### config.mk
export PLATFORM = sky130hd
export DESIGN_NAME = olb_cell
export DESIGN_NICKNAME = d
export VERILOG_FILES = /design/src/sv/ordered_list_buffer_unit_assert.svh /design/src/sv/olb_pkg.sv /design/src/sv/olb_cell.sv
export SDC_FILE = /design/constraint.sdc
export NUM_CORES = 1
export LEC_CHECK = 0
export BUFFER_PORTS_ARGS = -buffer_cell sky130_fd_sc_hd__buf_4
export CAP_MARGIN = 20
export CELL_PAD_IN_SITES_DETAIL_PLACEMENT = 1
export CELL_PAD_IN_SITES_GLOBAL_PLACEMENT = 1
export CORE_AREA = 2 2 100 102
export DETAILED_ROUTE_END_ITERATION = 8
export DIE_AREA = 0 0 102 104
export PLACE_DENSITY_LB_ADDON = 0.1
export SYNTH_ARGS = -nofsm -noshare
export SYNTH_HDL_FRONTEND = slang
export SYNTH_SLANG_ARGS = --single-unit
### constraint.sdc
create_clock -name clk -period 4.29 [get_ports clk]
set_input_delay 0.429 -clock clk [delete_from_list [all_inputs] [get_ports clk]]
set_output_delay 0.429 -clock clk [all_outputs]
set_load 0.005 [all_outputs]
### src/sv/ordered_list_buffer_unit_assert.svh
// Assertion macros for the ordered list buffer.
// Included by modules that check their own control logic.
`ifndef ORDERED_LIST_BUFFER_UNIT_ASSERT_SVH
`define ORDERED_LIST_BUFFER_UNIT_ASSERT_SVH

// Same-cycle implication
`define OLB_ASSERT_IMPL(name, clk, rst, ante, cons) \
  name: assert property (@(posedge clk) disable iff (rst) (ante) |-> (cons)) \
    else $error("same-cycle check failed");

// Next-cycle implication
`define OLB_ASSERT_NEXT(name, clk, rst, ante, cons) \
  name: assert property (@(posedge clk) disable iff (rst) (ante) |=> (cons)) \
    else $error("next-cycle check failed");

`endif

### src/sv/olb_pkg.sv
// Shared constants and types for the ordered list buffer.
// No dependencies; used by olb_cell, ordered_list_buffer_unit and the testbench.
package olb_pkg;

  localparam int CAPACITY_DEF   = 64;
  localparam int DATA_WIDTH_DEF = 32;
  // cells covered by one search step
  localparam int GROUP_SIZE     = 8;

  localparam logic [3:0] CMD_ADD_FIRST    = 4'd0;
  localparam logic [3:0] CMD_ADD_LAST     = 4'd1;
  localparam logic [3:0] CMD_INSERT_AT    = 4'd2;
  localparam logic [3:0] CMD_REMOVE_FIRST = 4'd3;
  localparam logic [3:0] CMD_REMOVE_LAST  = 4'd4;
  localparam logic [3:0] CMD_REMOVE_VALUE = 4'd5;
  localparam logic [3:0] CMD_CONTAINS     = 4'd6;
  localparam logic [3:0] CMD_HEAD         = 4'd7;
  localparam logic [3:0] CMD_TAIL         = 4'd8;
  localparam logic [3:0] CMD_CLEAR        = 4'd9;
  localparam logic [3:0] CMD_SIZE         = 4'd10;

  localparam logic [1:0] ST_OK    = 2'd0;
  localparam logic [1:0] ST_EMPTY = 2'd1;
  localparam logic [1:0] ST_RANGE = 2'd2;
  localparam logic [1:0] ST_FULL  = 2'd3;

  // broadcast controls for the cell row
  typedef struct packed {
    logic ins;      // open a slot at ins_pos, shift the rest up
    logic del_all;  // shift every cell down by one
    logic del_ge;   // shift down the cells at or after the first match
    logic scan;     // search step active
  } cell_ctl_t;

endpackage

### src/sv/olb_cell.sv
// One list slot: holds an entry, shifts with its neighbors, takes part in search.
// Depends on olb_pkg.
module olb_cell #(
  parameter int DATA_WIDTH = 32,
  parameter int CW         = 7,
  parameter int GW         = 3,
  parameter int INDEX      = 0
) (
  input  logic                  clk,
  input  olb_pkg::cell_ctl_t    ctl,
  input  logic [CW-1:0]         ins_pos,
  input  logic [CW-1:0]         cnt,
  input  logic [CW-1:0]         tail_pos,
  input  logic [GW-1:0]         grp,
  input  logic [DATA_WIDTH-1:0] ins_data,
  input  logic [DATA_WIDTH-1:0] key,
  input  logic [DATA_WIDTH-1:0] left_entry,
  input  logic [DATA_WIDTH-1:0] right_entry,
  input  logic                  seen_in,
  output logic [DATA_WIDTH-1:0] entry,
  output logic                  seen_out,
  output logic [DATA_WIDTH-1:0] tail_term
);
  import olb_pkg::*;

  localparam logic [CW-1:0] IDX = CW'(INDEX);
  localparam logic [GW-1:0] GRP = GW'(INDEX / GROUP_SIZE);

  logic in_grp;
  logic hit;
  logic ge;  // at or after the first match

  // search: compare against the key, pass the seen flag along the group
  assign in_grp    = ctl.scan && (grp == GRP);
  assign hit       = (IDX < cnt) && (entry == key);
  assign seen_out  = seen_in | hit;
  assign tail_term = (IDX == tail_pos) ? entry : '0;

  // entry update
  always_ff @(posedge clk) begin
    if (ctl.ins) begin
      if (IDX == ins_pos) begin
        entry <= ins_data;
      end else if (IDX > ins_pos) begin
        entry <= left_entry;
      end
    end else if (ctl.del_all || (ctl.del_ge && ge)) begin
      entry <= right_entry;
    end
  end

  // match prefix, held until the remove is applied
  always_ff @(posedge clk) begin
    if (in_grp) begin
      ge <= seen_out;
    end
  end

endmodule

==> results.md, run 1 <==
* Clk_lat worst skew at roughly 280 ps
* Number of flops mapped to enable cells by yosys at 33
* Remaining antenna violation count at 0
* Cts hold-fix bufs at 0
* DP Wirelength at 7.919 mm
* H-tree Lvls at 2
* R2R Path End: ge
* Largest net degree at the start of global routing at 67
* Postcts setup bufs at 0
* Final worst-path setup slack at ~2000 ps
* R2R setup slack at approximately 2800 ps
* Routability cong. at 0.7513
* CP most frequent cell: buf_4
* Critical path arrival at ~1800 ps
* Register share of total power at between 40% and 50%
* Antenna violations before repair at 0
* Startpoint Class: primary input
* Max-slew violation count at 0
* Gate power share at between 20% and 30%
* Clk network pwr share at approximately a quarter
* Final setup viols at 0
* Reg2reg path depth at 4
* Worst-Margin Slew at about 660 ps
* Register area share after synthesis at 42.90%
* CTS clock-pin slew for the worst setup and hold paths at ~70 ps
* Max Cap Viol at 0
* Ant. Diodes at 0
* Worst EP required at just under 4000 ps
* Vias in the first global route at about 2,600
* Critical path, cell by cell: buf_4 -> or4_4 -> nor4_4 -> buf_4 -> and2_2 -> buf_4
* IO buf count at roughly 220
* R2r startpoint: entry[15]
* Average vias per placed instance at 4.353
* End of the critical path: tail_term[13]
* Slowest CP cell: or4_4
* GRT overflow at 0
* Register bit total from synthesis at 33
* Sw power at around 0.22 mW
* Vias post-DR at 2,529
* CTS max path bufs at 2
* Avg Cell Area, Syn at 10.13 um^2
* Final hold slack at between 400 and 500 ps
* Top-area cell type share of the netlist area at a little over two fifths
* Router iterations before antenna repair at 4
* Core Area at 0.009549 mm^2
* Sink Count at 33
* Yosys warns at 0
* GRT Overall Usage at ~18%
* Commonest cells post-synth: 34 x a21oi_1, 33 x edfxtp_1, 32 x mux2i_1, 32 x nor2_1, 32 x xnor2_1
* Pre-CTS setup slack at 1831 ps
* TritonCTS Buffers at 5
* Layout cell share with drive strength beyond 1 at between 50% and 60%
* LEAKAGE at 2.097 nW
* Crit path max fanout at 32
* DRT Wirelength at just under 10 mm
* Effective utilization at floorplan at 24.19%
* Net count, final at 605
* CTS tree: done
* Final critical-path share of the clock period at between 50% and 60%
* PD cells at around 210 mW/mm^2
* Synth cell types at 19
* Sw Ratio at 25.47%
* Full die area at between 0.01 and 0.015 mm^2
* Chip Height at approximately 100 um
* Fillers at between 1,000 and 1,500
* First-pass GRT wire length at roughly 14 mm
* DRT iter0 DRCs at 64
* Critical path type: primary input to output port
* Fin. Hold Viols at 0
* Most frequent cell after synthesis: a21oi_1
* Worst setup startpoint: tail_pos[2]
* Setup crit end kind: output port
* Fmax at roughly 440 MHz
* Outcome: complete, no violations
* Area growth, synth to finish at 82.56%
* Placed cell areas at approximately 0.0041 mm^2
* Max VDD drop at about 0.11 mV
* Top cells by area, synth: edfxtp_1 43%, mux2i_1 14%, xnor2_1 12%
* Root Driver: clkbuf_8
* # DRC at 0
* Max Clock Skew at approximately 7.4 ps
* Synth Cell Area at between 0.002 and 0.0025 mm^2
* # IOs at approximately 220
* Cell internal pwr at 0.6551 mW
* Wire per inst at approximately 17 um
* Fin crit period at ~2300 ps
* Die Wd at 102 um
* # rows at 36
* RSZ-0062 raised after global routing: no
* Synth area leader: edfxtp_1
* Ys async rst share at 0%
* Worst path max stage delay at about 530 ps
* Ys flop type: edfxtp_1
* Post-route setup TNS at 0 ps
* Post-CTS sizing at 0
* Min-delay worst type: primary input to register
* Design Area, Final at between 0.004 and 0.005 mm^2
* Syn nets at around 390
* Max_slew headroom at 56.26%
* Post-Syn Instances at roughly 230
-- power by group through the flow --
stage,clock [mW],sequential (mW),combinational [mW]
3_5_place_dp,0,0.417,0.249
3_3_place_gp,0,0.417,0.244
4_1_cts,0.233,0.410,0.249
2_1_floorplan,0,0.411,0.0778
6_report,0.224,0.408,0.247
5_1_grt,0.246,0.412,0.270
-- state kept, by name, summed over array words and instances (netlist names) --
name and flops:
entry 32, ge 1
-- logic make-up (layout without fill, tap and decap cells) --
kind of cell           count (synthesis)  count (layout)  synth area share, %
XOR/XNOR                              32              32                12.13
multiplexers                          32              32                13.87
buffers and inverters                 13             233                2.438
AO/OA/AOI/OAI                         36              36                8.072
flip-flops                            33              33                42.90
AND/OR/NAND/NOR                       82              82                20.59
-- per-layer routing --
layer	up-vias	global-route usage, %	wire [um]
li1	1249	-	-
met1	1143	19.87	3564
met2	132	33.65	5205
met3	5	4.301	896
met4	0	3.143	58
met5	-	0	0
-- worst max-delay path: cells and delay by family --
family | cells | cell delay, ps
AND/OR/NAND/NOR | 3 | 860
buffers and inverters | 3 | 540
-- how the worst min path moves through the flow --
stage / start / depth (start not counted) / slack [ps] / to
final: seen_in / 2 / 430 / ge
after global routing: seen_in / 2 / 430 / ge
after CTS: seen_in / 2 / 420 / ge
after detailed placement: seen_in / 2 / 730 / ge
after global placement: seen_in / 2 / 720 / ge
after floorplan: grp[1] / 1 / 630 / ge
-- through the flow --
stage          utilization [%]  power, mW  std cells
2_1_floorplan                -     0.4884        228
3_3_place_gp             43.09     0.6605        572
3_5_place_dp             43.09     0.6654        572
4_1_cts                  43.95     0.8925        580
5_1_grt                  44.16     0.9279        581
6_report                 44.16     0.8790        581
-- cell type report --
type	count	area, um^2	area share [%]
Timing Repair Buffer	225	1702	40.36
Clock inverter	3	12.51	0.2967
Sequential cell	33	991.0	23.50
Tap cell	133	166.4	3.947
Multi-Input combinational cell	182	1276	30.27
Clock buffer	5	68.82	1.632
-- layout by cell type (no fill, tap or decap) --
master / instances
nor3_1: 3
mux2i_1: 32
nor2_1: 32
clkinv_1: 2
buf_4: 224
nand4_1: 8
nor4b_1: 1
and2_2: 21
a31o_2: 1
nor4_4: 1
nand2_2: 1
and2_1: 11
a21oi_4: 1
edfxtp_1: 33
clkbuf_8: 5
or4_4: 1
a21oi_1: 33
nor4_1: 3
buf_12: 1
a211oi_1: 1
clkinv_2: 1
xnor2_1: 32
Note: power is estimated with default switching activity, not from simulation.
==> run 2: changes to the inputs <==
- clock period: 4.29 -> 2.2 ns (I/O delays scaled with it)
==> results.md, run 2 (synthesized netlist as in run 1, its figures left out) <==
* Outcome: complete, no violations
* Effective utilization at floorplan at 24.19%
* TritonCTS Buffers at 5
* CTS clock-pin slew for the worst setup and hold paths at 70 ps
* R2r startpoint: entry[15]
* Largest net degree at the start of global routing at 37
* IO buf count at roughly 220
* Routability cong. at roughly 0.76
* Worst EP required at between 1500 and 2000 ps
* Max VDD drop at 0.1672 mV
* DP Wirelength at around 8.4 mm
* Crit path max fanout at 3
* Max Clock Skew at between 7 and 8 ps
* Ant. Diodes at 0
* Antenna violations before repair at 0
* Die Wd at roughly 100 um
* Fin crit period at just under 2000 ps
* Final critical-path share of the clock period at between 90% and 100%
* Post-route setup TNS at 0 ps
* Area growth, synth to finish at 83.32%
* Average vias per placed instance at ~4.4
* Global Route met3 Usage at 3.629%
* PD cells at around 410 mW/mm^2
* Worst path max stage delay at 440 ps
* Fin. Hold Viols at 0
* Core Area at between 0.009 and 0.01 mm^2
* Critical path, cell by cell: xnor2_1 -> nand4_1 -> nor4_1 -> a31o_2 -> buf_4
* DRT iter0 DRCs at 46
* Top Registers: entry (32), ge (1)
* Clk_lat worst skew at between 200 and 300 ps
* GRT Overall Usage at a little under a fifth
* Root Driver: clkbuf_8
* Cts hold-fix bufs at 0
* Max Cap Viol at 0
* Remaining antenna violation count at 0
* RSZ-0062 raised after global routing: no
* Met2 usage at 34.63%
* Startpoint Class: register
* H-tree Lvls at 2
* Fmax at around 500 MHz
* CTS max path bufs at 2
* GR met1 Demand/Resource at roughly a fifth
* Fillers at between 1,000 and 1,500
* Hold Startpoint: grp[1]
* Slowest CP cell: edfxtp_1
* Full die area at around 0.011 mm^2
* # rows at 36
* Post-CTS sizing at 0
* Util after Layout at between 40% and 50%
* Wire per inst at between 15 and 20 um
* Max_slew headroom at around three quarters
* LEAKAGE at approximately 2.1 nW
* Layer with the highest usage: met2
* # DRC at 0
* Vias post-DR at roughly 2,600
* Layout cell share with drive strength beyond 1 at 57.56%
* Vias in the first global route at about 2,700
* Leading cell types in the layout, fill and taps excluded: 227 x buf_4, 33 x a21oi_1, 33 x edfxtp_1
* Postcts setup bufs at 0
* DRT Wirelength at 10.14 mm
* Commonest non-fill, non-tap cell in the layout: buf_4
* Critical path arrival at about 1800 ps
* Sink Count at 33
* Min-delay worst type: primary input to register
* Chip Height at ~100 um
* Final hold slack at ~230 ps
* Max-slew violation count at 0
* Setup crit end kind: output port
* Final setup viols at 0
* Net count, final at around 610
* Router iterations before antenna repair at 4
* Worst setup startpoint: entry[15]
* Worst-Margin Slew at between 300 and 400 ps
* GRT overflow at 0
* Max FFs per register at 32
* First-pass GRT wire length at about 15 mm
* CTS tree: done
* Top reg by flops: entry
* Critical path type: register to output port
* # IOs at between 200 and 250
[run 2: report_power, final]
part           switching, mW  internal (mW)  total [mW]  leakage [nW]
clock                  0.223          0.214       0.437        0.0387
sequential            0.0451          0.750       0.796         0.314
combinational          0.173          0.316       0.490          1.75
total                  0.442           1.28        1.72          2.11
[run 2: through the flow]
stage          setup WS, ps  power [mW]  area, um^2  std cells
5_1_grt               56.34       1.811        4234        583
3_3_place_gp          367.0       1.297        4158        576
3_5_place_dp          324.2       1.309        4158        576
4_1_cts               155.0       1.751        4234        583
2_1_floorplan         288.4      0.9528        2321        228
6_report              210.1       1.722        4234        583
[run 2: path summary, 6_finish.rpt]
path	to	slack (ps)	cells past startpoint
setup / recovery	seen_out	210	5
hold reg to reg	entry[10]	820	2
hold / removal	ge	230	2
setup reg to reg	ge	700	4
[run 2: per-layer routing]
metal  vias up  wire, um
li1       1251         -
met1      1196      3933
met2       129      5405
met3         2       767
met4         0        30
met5         -         0
[run 2: worst max-delay path: cells and delay by family, from the launching register on]
kind | cells | cell delay [ps]
xor gates and xnor gates | 1 | 250
DFF | 1 | 440
buffers and inverters | 1 | 120
and+or+nand+nor | 2 | 480
AOI/OAI and AO/OA | 1 | 210
[run 2: layout make-up]
cell class                      count  area, um^2  share of cell area [%]
Clock inverter                      1       3.754                 0.08865
Sequential cell                    33       991.0                   23.40
Clock buffer                        6       72.57                   1.714
Timing Repair Buffer              228        1724                   40.72
Multi-Input combinational cell    182        1276                   30.14
Tap cell                          133       166.4                   3.930
